**src/hw/rtl/pdsk_pkg.sv**
```systemverilog
// ----------------------------------------------------------------------------
// pdsk_pkg
// shared types and constants of the particle density speed kernel
// ----------------------------------------------------------------------------
`default_nettype none

package pdsk_pkg;

  // operation codes
  localparam logic [1:0] OP_WRITE   = 2'd0;
  localparam logic [1:0] OP_CLEAR   = 2'd1;
  localparam logic [1:0] OP_DEPOSIT = 2'd2;
  localparam logic [1:0] OP_QUERY   = 2'd3;

  // configuration register indexes
  localparam logic [1:0] CFG_RHO_LOW    = 2'd0;
  localparam logic [1:0] CFG_RHO_HIGH   = 2'd1;
  localparam logic [1:0] CFG_MIN_SPEED  = 2'd2;
  localparam logic [1:0] CFG_BIN_OFFSET = 2'd3;

  // shared divider widths
  localparam int DIV_DW = 48;
  localparam int DIV_VW = 32;

  // slope scale: 0.2 in Q4.12 gives 1/20480
  localparam int SLOPE_DEN = 20480;

  typedef enum logic [4:0] {
    ST_CLEAR,
    ST_IDLE,
    ST_DEP_RD,
    ST_DEP_WR,
    ST_Q_RD,
    ST_Q_DATA,
    ST_Q_WAIT,
    ST_Q_NEXT,
    ST_RHO_WAIT,
    ST_RAMP,
    ST_DROP_MUL,
    ST_DROP_GO,
    ST_DROP_WAIT,
    ST_SCALE,
    ST_SPD_GO,
    ST_SPD_WAIT,
    ST_DONE
  } pdsk_state_t;

  typedef struct packed {
    logic              start;
    logic [DIV_DW-1:0] dividend;
    logic [DIV_VW-1:0] divisor;
  } pdsk_div_req_t;

  typedef struct packed {
    logic              busy;
    logic              done;
    logic [DIV_DW-1:0] quotient;
  } pdsk_div_rsp_t;

endpackage

`default_nettype wire

```
**src/hw/rtl/pdsk_div.sv**
```systemverilog
// ----------------------------------------------------------------------------
// pdsk_div
// restoring divider, one quotient bit per cycle
// ----------------------------------------------------------------------------
`default_nettype none

module pdsk_div
  import pdsk_pkg::*;
(
  input  wire logic          clk,
  input  wire logic          rst_n,
  input  wire pdsk_div_req_t req,
  output pdsk_div_rsp_t      rsp
);

  localparam int CW = $clog2(DIV_DW + 1);

  logic              busy_r;
  logic              done_r;
  logic [CW-1:0]     cnt_r;
  logic [DIV_VW-1:0] rem_r;
  logic [DIV_DW-1:0] quo_r;
  logic [DIV_VW-1:0] dvs_r;

  logic [DIV_VW:0]   trial;
  logic              ge;
  logic [DIV_VW:0]   diff;

  assign trial = {rem_r, quo_r[DIV_DW-1]};
  assign ge    = trial >= {1'b0, dvs_r};
  assign diff  = trial - {1'b0, dvs_r};

  always_ff @(posedge clk) begin
    if (!rst_n) begin
      busy_r <= 1'b0;
      done_r <= 1'b0;
      cnt_r  <= '0;
    end else begin
      done_r <= 1'b0;
      if (req.start && !busy_r) begin
        busy_r <= 1'b1;
        cnt_r  <= CW'(DIV_DW);
      end else if (busy_r) begin
        cnt_r <= cnt_r - 1'b1;
        if (cnt_r == CW'(1)) begin
          busy_r <= 1'b0;
          done_r <= 1'b1;
        end
      end
    end
  end

  always_ff @(posedge clk) begin
    if (req.start && !busy_r) begin
      rem_r <= '0;
      quo_r <= req.dividend;
      dvs_r <= req.divisor;
    end else if (busy_r) begin
      rem_r <= ge ? diff[DIV_VW-1:0] : trial[DIV_VW-1:0];
      quo_r <= {quo_r[DIV_DW-2:0], ge};
    end
  end

  assign rsp.busy     = busy_r;
  assign rsp.done     = done_r;
  assign rsp.quotient = quo_r;

endmodule

`default_nettype wire
```
**config.mk**
```make
export PLATFORM = sky130hd
export DESIGN_NAME = pdsk_div
export DESIGN_NICKNAME = d
export VERILOG_FILES = /design/src/hw/rtl/pdsk_pkg.sv /design/src/hw/rtl/pdsk_div.sv
export SDC_FILE = /design/constraint.sdc
export NUM_CORES = 1
export LEC_CHECK = 0
export BUFFER_PORTS_ARGS = -buffer_cell sky130_fd_sc_hd__buf_2
export CAP_MARGIN = 40
export CORE_MARGIN = 1.5
export CORE_UTILIZATION = 60
export CTS_CLUSTER_DIAMETER = 80
export DETAILED_ROUTE_END_ITERATION = 7
export HOLD_SLACK_MARGIN = 0.03
export PLACE_DENSITY_LB_ADDON = 0.2
export SLEW_MARGIN = 25
export SYNTH_ARGS = -nofsm -noshare
export SYNTH_HDL_FRONTEND = slang
export SYNTH_SLANG_ARGS = --single-unit
```
**constraint.sdc**
```tcl
create_clock -name clk -period 6.05 [get_ports clk]
set_input_delay 0 -clock clk [delete_from_list [all_inputs] [get_ports clk]]
set_output_delay 0 -clock clk [all_outputs]
set_load 0.01 [all_outputs]
```
==> After elaboration in Yosys (flattened, before gate mapping) <==
Cells that the tools add are included.
{ "op_classes": {"order_cmp": 1, "n_eq_ne": 1, "n_bitwise": 2, "add_sub_neg": 2, "shift": 0, "n_mux": 9, "n_mul": 0, "n_div": 0, "reduce_logical": 5} }
{ "op_table": {"columns": ["cell", "n"], "rows": [
  ["2-to-1 mux 48 bit", 2],
  [">= comparator 33 x 32 -> 1 bit", 1],
  ["2-to-1 mux 32 bit", 1],
  ["subtractor 32 bit", 1],
  ["2-to-1 mux 6 bit", 2],
  ["equality test 6 x 1 -> 1 bit (second input constant)", 1],
  ["subtractor 6 x 1 -> 6 bit (second input constant)", 1],
  ["2-to-1 mux 1 bit", 4],
  ["OR reduction 3 bit", 1],
  ["inverter 1 bit", 2],
  ["nonzero test 2 bit", 1],
  ["OR reduction 2 bit", 1],
  ["logical AND 1 bit", 1],
  ["zero test 1 bit", 1]
]} }
{ "totals": {"rom_bits": 0, "ram_bits": 0, "mem_count": 0, "out_inout_bits": 50, "word_cells": 27, "ff_bits": 120, "input_bits": 83, "latchBits": 0} }

==> Longest topological paths before layout <==
Gate-level depths: netlist (run 1).
{ "logic_depth": {"depth_word": 4, "mapped_depth": 13, "mapped_depth_nobuf": 12} }

==> Worst setup path after synthesis (run 1) <==
OpenSTA, ideal clock, no wires.
{ "synth_path": {"kind": "register -> register", "start": "reg quo_r[47]", "end": "reg rem_r[28]", "t_arrival_ns": 2.587, "stages_incl_launch_ff": 13, "setup_time_ns": 0.122, "synth_period_minus_slack_ns": 2.709, "path_buffers": 0, "setup_slack_ns": 3.341, "t_required_ns": 5.928, "cell_sequence": "edfxtp_1 > inv_1 > ha_1 > fa_1 > nor2b_1 > o31a_1 > nor3_1 > o211ai_1 > a41oi_1 > o21ai_1 > nand2_1 > a311oi_1 > o21ai_1"} }
{ "synth_between": {"elab_chain_len": 2, "elab_cells_between_ends": 3, "classes_between": "add/sub (1); order compare (1); mux (1)"} }
{ "synth_rtl": {"columns": ["element", "line_no", "rtl"], "rows": [
  ["from (decl)", "pdsk_div.sv:22", "logic [DIV_DW-1:0] quo_r;"],
  ["from (signal assigned)", "pdsk_div.sv:56", "quo_r <= req.dividend;"],
  ["from (signal assigned)", "pdsk_div.sv:60", "quo_r <= {quo_r[DIV_DW-2:0], ge};"],
  ["subtractor 32 bit or >= comparator 33 x 32 -> 1 bit (tied branches)", "pdsk_div.sv:31, pdsk_div.sv:30", null],
  ["2-to-1 mux 32 bit (*)", "pdsk_div.sv:59", "rem_r <= ge ? diff[DIV_VW-1:0] : trial[DIV_VW-1:0];"],
  ["to (signal assigned)", "pdsk_div.sv:59", null],
  ["to (decl)", "pdsk_div.sv:21", "logic [DIV_VW-1:0] rem_r;"]
]} }
Every way passes the cells marked *; elsewhere a longest branch is shown, timed or not.
A chain may end at the register's enable or synchronous reset.

==> Final worst setup path (run 1) <==
{ "layout_path": {"start": "reg dvs_r[20]", "end": "reg rem_r[8]"} }
{ "layout_between": {"elab_chain_len": 2} }
{ "layout_rtl": {"columns": ["element", "line_no", "rtl"], "rows": [
  ["from (decl)", "pdsk_div.sv:23", "logic [DIV_VW-1:0] dvs_r;"],
  ["from (signal assigned)", "pdsk_div.sv:57", "dvs_r <= req.divisor;"],
  [">= comparator 33 x 32 -> 1 bit", "pdsk_div.sv:30", "assign ge = trial >= {1'b0, dvs_r};"],
  ["2-to-1 mux 32 bit", "pdsk_div.sv:59", null]
]} }
Every way passes these cells.

==> results of run 1 <==
-- what timing repair did --
item / CTS / global route
hold buffers: 82 / 0
hold endpoints to repair: 89 / 0
setup buffers: 0 / 0
-- worst register-to-register path: cells and delay by family, from the launching register on --
| family | cells | cell delay [ps] |
|---|---|---|
| DFF | 1 | 370 |
| muxes | 1 | 240 |
| adders and majority gates | 1 | 470 |
| buffers and inverters | 3 | 700 |
| and+or+nand+nor | 1 | 140 |
| AOI/OAI and AO/OA | 6 | 1390 |
-- Yosys cell counts (3+ instances only) --
cell / instances / share of area [%]
a21boi_0: 3 / 0.35
a21o_1: 11 / 1.3
a21oi_1: 40 / 3.1
a31oi_1: 5 / 0.48
a32oi_1: 7 / 0.95
buf_4: 3 / 0.35
buf_6: 3 / 0.52
clkbuf_1: 18 / 1.0
dfxtp_1: 40 / 12
edfxtp_1: 80 / 37
ha_1: 34 / 6.6
inv_1: 45 / 2.6
mux2_2: 48 / 8.3
mux2i_1: 13 / 2.0
nand2_1: 54 / 3.1
nand3_1: 8 / 0.62
nand4_1: 5 / 0.48
nor2_1: 27 / 1.6
nor2b_1: 8 / 0.77
nor3_1: 6 / 0.46
nor3b_1: 3 / 0.35
o211ai_1: 4 / 0.46
o21a_1: 6 / 0.70
o21ai_0: 28 / 2.2
o21ai_1: 24 / 1.9
o21bai_1: 3 / 0.35
o31a_1: 5 / 0.68
xnor2_1: 21 / 2.8
xor2_1: 7 / 0.95
-- flip-flops by register name, indices dropped and copies added (netlist names) --
register,cells
busy_r,1
done_r,1
cnt_r,6
dvs_r,32
rem_r,32
quo_r,48
-- worst max path at each step --
stage | slack [ps] | end | startpoint
2_1_floorplan | 3340 | rem_r[28] | quo_r[47]
3_3_place_gp | 2720 | rem_r[6] | dvs_r[10]
4_1_cts | 2620 | rem_r[8] | dvs_r[10]
6_report | 2610 | rem_r[8] | dvs_r[20]
5_1_grt | 2430 | rem_r[8] | dvs_r[20]
3_5_place_dp | 2640 | rem_r[6] | dvs_r[10]
-- metrics by stage --
step	hold WS (ps)	area, µm²
floorplan	98.9	6480
global placement	176	7210
detailed placement	178	7270
CTS	158	8650
global route	154	8680
finish	157	8680
-- power by group --
group	internal (W)	leakage [nW]	switching [W]
registers	0.00105	1.12	0.000132
clock network	0.000576	0.269	0.000397
logic	0.000608	2.29	0.000835
total	0.00223	3.68	0.00136
-- cell type report --
cell class	count	area (µm²)	share of cell area, %
flip-flops and latches	120	3200	36.9
multi-input cells	406	2980	34.3
repair buffers	222	1600	18.4
clock buffers	21	459	5.29
well taps	136	170	1.96
inverters	45	169	1.95
clock inverters	11	97.6	1.12
-- layout by cell type, fill, tap and decap left out, drive strengths merged, types with 3 or more instances in the layout --
master / Yosys / layout
o21a: 6 / 6
ha: 34 / 34
xnor2: 21 / 21
edfxtp: 80 / 80
clkbuf: 18 / 21
xor2: 7 / 7
a21oi: 40 / 40
a32oi: 7 / 7
clkinv: 0 / 7
o211ai: 4 / 4
a31oi: 5 / 5
dfxtp: 40 / 40
nor2b: 8 / 8
o21ai: 52 / 52
a21o: 11 / 11
o21bai: 3 / 3
nand2: 55 / 55
nor3: 6 / 6
mux2: 48 / 48
nor2: 27 / 27
nand3: 8 / 8
buf: 8 / 140
nand4: 6 / 6
inv: 45 / 46
mux2i: 13 / 13
o31a: 5 / 5
dlygate4sd3: 0 / 82
nor3b: 3 / 3
a211oi: 3 / 3
a21boi: 3 / 3
-- metal layers --
layer | up-vias | GRT usage (%) | wire [µm]
li1 | 2612 | - | -
met1 | 2850 | 46.4 | 8000
met2 | 445 | 62.5 | 10200
met3 | 103 | 12.2 | 2230
met4 | 0 | 18.3 | 943
met5 | - | 0 | 0
-- kinds of logic after synthesis --
| kind of cell | synth area share (%) |
|---|---|
| compound gates | 16.0 |
| simple gates | 8.88 |
| flops | 49.4 |
| buf+inv | 4.67 |
| mux | 10.4 |
| fa+ha+maj | 6.88 |
| xor+xnor | 3.79 |
==> impl_metrics.json, run 1 <==
{
  "post-route-period-util_pct": 56.9,
  "setup_ws_ps": 2610,
  "crit_slowest_cell": "o311ai_0",
  "r2r-end": "rem_r[8]",
  "clockBufferDepth": 2,
  "drive_gt1_share_pct": 27.4,
  "via_count": 6010,
  "clock-sinks": 120,
  "ant_nets": 0,
  "die_w_um": 107,
  "final_nets": 930,
  "holdPathStages": 2,
  "maxCapViolations": 0,
  "r2r_setup_slack_ps": 2610,
  "cp_data_arrival_time_ps": 3870,
  "clock_latency_ps": 550,
  "whs_endpoint": "dvs_r[27]",
  "clk_pin_slew_ps": 70,
  "htree_levels": 4,
  "chipHeight_um": 107,
  "ys_ff_latch": 120,
  "place_inst": 845,
  "std_cell_rows": 37,
  "vdd_drop_max_uv": 302,
  "totalWireLength_mm": 21.3,
  "hpwlAfterDp_mm": 10.4,
  "drc": 0,
  "tns_ps": 0,
  "grt_pass1_vias": 6141,
  "die_area_um2": 11400,
  "cp.depth": 12,
  "path_cells": "inv_1 > ha_1 > nand2_1 > o21ai_0 > a31oi_1 > o311ai_0 > a2111oi_4 > o41ai_4 > buf_4 > buf_4 > mux2i_1 > o21ai_1",
  "syn_area_um2": 6480,
  "final_util_pct": 83.3,
  "gp_congestion": 0.888,
  "grt_first_pass_wirelength_mm": 32.7,
  "wl_per_cell_um": 22.2,
  "rr_startpoint": "dvs_r[20]",
  "critPathMaxFanout": 19,
  "cpPeakStageDelay_ps": 540,
  "ff2ff_path_depth": 12,
  "required_ps": 6470,
  "cts_tree": "built",
  "grt_remaining_overflow": 0,
  "fmax_mhz": 290,
  "p_leak_nw": 3.68,
  "fin_total_pwr_w": 0.00359,
  "hold_viol": 0,
  "track_usage_pct": 38.5,
  "worst-path-buf-inv": 3,
  "synth_edf_count": 80,
  "place.port_buffers": 132,
  "fillers": 488,
  "cp_common_cell": "buf_4",
  "preCtsSetupSlack_ps": 2640,
  "cts_root_buf": "clkbuf_8",
  "synth-main-ff-cell": "edfxtp_1",
  "syn_nets": 715,
  "syn_inst": 597,
  "hp-start": "req[27]",
  "power_density_nw_per_um2": 414,
  "avgSynthCellArea_um2": 10.9,
  "start_util_pct": 62.2,
  "rsz0062_at_grt": "no",
  "synthToLayoutAreaGrowth_pct": 34.0,
  "antenna_found_initial": 0,
  "crit_path_end_kind": "register",
  "cts_made_buffers": 17,
  "grt_max_degree": 48,
  "min_period_ps": 3440,
  "path_delay_family": "compound AO/OA/AOI/OAI gates",
  "worst_pin_slew_ps": 742,
  "status": "finished, final reports clean",
  "slew_viol_final": 0,
  "drt_iter0_drc": 702,
  "ys_seq_area_share_pct": 49.4,
  "final_cell_count_no_fill": 961,
  "critPathLaunchType": "register",
  "ys_types": 61,
  "setup_viol": 0,
  "n_antenna_cell": 0,
  "yosys_warnings": 0,
  "critPathKind": "reg2reg",
  "cts-resized-gates": 0,
  "relSlewSlack_pct": 50.1,
  "async_reset_ff_share_pct": 0,
  "hold_path_class": "in2reg",
  "firstDrtPassIters": 6,
  "boundaryPins": 133,
  "via_per_inst": 6.25,
  "coreArea_um2": 10400,
  "finalClockSkew_ps": 14.3
}
No activity file was read; power rests on OpenSTA's default activity.
==> run 2, diff against run 1 <==
--- a/config.mk
+++ b/config.mk
@@ -8,7 +8,7 @@
 export BUFFER_PORTS_ARGS = -buffer_cell sky130_fd_sc_hd__buf_2
 export CAP_MARGIN = 40
 export CORE_MARGIN = 1.5
-export CORE_UTILIZATION = 60
+export CORE_UTILIZATION = 50
 export CTS_CLUSTER_DIAMETER = 80
 export DETAILED_ROUTE_END_ITERATION = 7
 export HOLD_SLACK_MARGIN = 0.03
==> constraint.sdc (replaced) <==
create_clock -name clk -period 2.9 [get_ports clk]
set_input_delay 0 -clock clk [delete_from_list [all_inputs] [get_ports clk]]
set_output_delay 0 -clock clk [all_outputs]
set_load 0.01 [all_outputs]
==> run 2 against run 1 <==
Cell count grew 5.5%. Via count shrank 8.7%. Sequential share of layout area shrank 1.2 points. Design area grew 3.5%. Setup slack lost 2500 ps. Combinational power grew 110%. Total power grew 110%. Clock power grew 130%. Critical path depth shrank 1. Count of clock-buffer cells in the layout grew 4. Critical path type unchanged. Critical endpoint is now rem_r[19]. Largest cell class unchanged.
==> impl_metrics.json, run 2 (synthesized netlist as in run 1, its figures left out) <==
{
  "status": "finished, final reports clean",
  "min_period_ps": 2810,
  "vdd_drop_max_uv": 575,
  "clock_latency_ps": 420,
  "drc": 0,
  "finalClockSkew_ps": 10.4,
  "power_density_nw_per_um2": 859,
  "setup_viol": 0,
  "critPathLaunchType": "register",
  "path_cells": "inv_1 > ha_1 > nand4_2 > or2_0 > a211oi_2 > o2111ai_2 > and2_4 > o41ai_4 > buf_12 > mux2i_1 > o22ai_1",
  "firstDrtPassIters": 4,
  "hold_path_class": "in2reg",
  "relSlewSlack_pct": 55.7,
  "fmax_mhz": 356,
  "wl_per_cell_um": 16.9,
  "chipHeight_um": 117,
  "crit_slowest_cell": "ha_1",
  "required_ps": 3190,
  "clk_pin_slew_ps": 60,
  "fillers": 904,
  "worst_pin_slew_ps": 663,
  "std_cell_rows": 41,
  "n_antenna_cell": 0,
  "die_area_um2": 13600,
  "totalWireLength_mm": 17.2,
  "hpwlAfterDp_mm": 10.7,
  "tns_ps": 0,
  "hold_viol": 0,
  "synthToLayoutAreaGrowth_pct": 38.6,
  "cts_tree": "built",
  "largest_register": "quo_r",
  "track_usage_pct": 26.1,
  "via_count": 5488,
  "p_leak_nw": 3.78,
  "layout_common_cells": "buf_2, dlygate4sd3_1, edfxtp_1",
  "largest_reg_flops": 48,
  "grt_first_pass_wirelength_mm": 27.0,
  "maxCapViolations": 0,
  "final_common_cell": "buf_2",
  "clock-sinks": 120,
  "drt_iter0_drc": 263,
  "clockBufferDepth": 2,
  "coreArea_um2": 12600,
  "grt_pass1_vias": 5582,
  "rr_startpoint": "dvs_r[12]",
  "htree_levels": 4,
  "slew_viol_final": 0,
  "boundaryPins": 133,
  "gp_congestion": 0.918,
  "cts_root_buf": "clkbuf_16",
  "worst-path-buf-inv": 2,
  "critPathMaxFanout": 14,
  "post-route-period-util_pct": 97.0,
  "cpPeakStageDelay_ps": 360,
  "grt_max_degree": 35,
  "hp-start": "req[5]",
  "cp_data_arrival_time_ps": 3110,
  "start_util_pct": 51.3,
  "crit_start": "dvs_r[12]",
  "top_regs": "quo_r x48, dvs_r x32, rem_r x32",
  "ant_nets": 0,
  "regArea_um2": 3200,
  "path_delay_family": "compound AO/OA/AOI/OAI gates",
  "whs_ps": 288,
  "via_per_inst": 5.41,
  "grt_remaining_overflow": 0,
  "drive_gt1_share_pct": 30.5,
  "critPathKind": "reg2reg",
  "cts_made_buffers": 17,
  "crit_path_end_kind": "register",
  "die_w_um": 117,
  "final_nets": 947,
  "rsz0062_at_grt": "yes",
  "antenna_found_initial": 0,
  "place.port_buffers": 132,
  "multiInputGateArea_um2": 3080
}
-- run 2: final timing paths --
path                    end  slack (ps)  cells past startpoint
hold / removal     dvs_r[5]         290                      2
hold reg to reg    rem_r[8]         470                      2
setup / recovery  rem_r[19]          90                     11
setup reg to reg  rem_r[19]          90                     11
-- run 2: worst reg2reg max path, stage by stage (launching register included) --
cell and delay (ps):
edfxtp_1 320, inv_1 50, ha_1 360, nand4_2 170, or2_0 270, a211oi_2 220
o2111ai_2 170, and2_4 220, o41ai_4 310, buf_12 200, mux2i_1 290, o22ai_1 130
-- run 2: layer usage --
layer / vias up / global-route usage [%] / share of wire (%) / wire length, µm
li1: 2656 / - / - / -
met1: 2592 / 30.3 / 41 / 7020
met2: 198 / 44.2 / 49 / 8430
met3: 42 / 8.19 / 6.8 / 1180
met4: 0 / 12.3 / 3.2 / 542
met5: - / 0 / 0 / 0
-- run 2: cell type report --
type | count | share of cell area [%]
timing repair buffer | 239 | 18.9
clock inverter | 7 | 1.57
multi-input combinational | 406 | 34.3
tap | 172 | 2.40
inverter | 45 | 1.88
clock buffer | 25 | 5.29
sequential | 120 | 35.7
-- run 2: where the power goes --
group	switching [W]	total [W]	internal (W)
logic	0.00163	0.00305	0.00143
clock network	0.000744	0.00223	0.00148
registers	0.000251	0.00243	0.00218
total	0.00262	0.00771	0.00509
-- run 2: metrics by stage --
stage | std cells | setup WS [ps] | area, µm² | power (W) | util [%]
floorplan | 597 | 191 | 6480 | 0.00449 | -
detailed placement | 898 | 30.2 | 7430 | 0.00523 | 58.8
global route | 1014 | -30.7 | 8980 | 0.00815 | 71.2
CTS | 1012 | 10.3 | 8860 | 0.00754 | 70.2
global placement | 898 | 55.7 | 7430 | 0.00514 | 58.8
finish | 1014 | 87.3 | 8980 | 0.00771 | 71.2
-- run 2: what timing repair did --
item | 4_1_cts | 5_1_grt
buffers inserted | 0 | 2
resized for setup | 0 | 22
hold endpoints to repair | 89 | 0
gates cloned | 0 | 0
hold buffers | 82 | 0
setup endpoints to repair | 1 | 33
pin swaps | 1 | 6
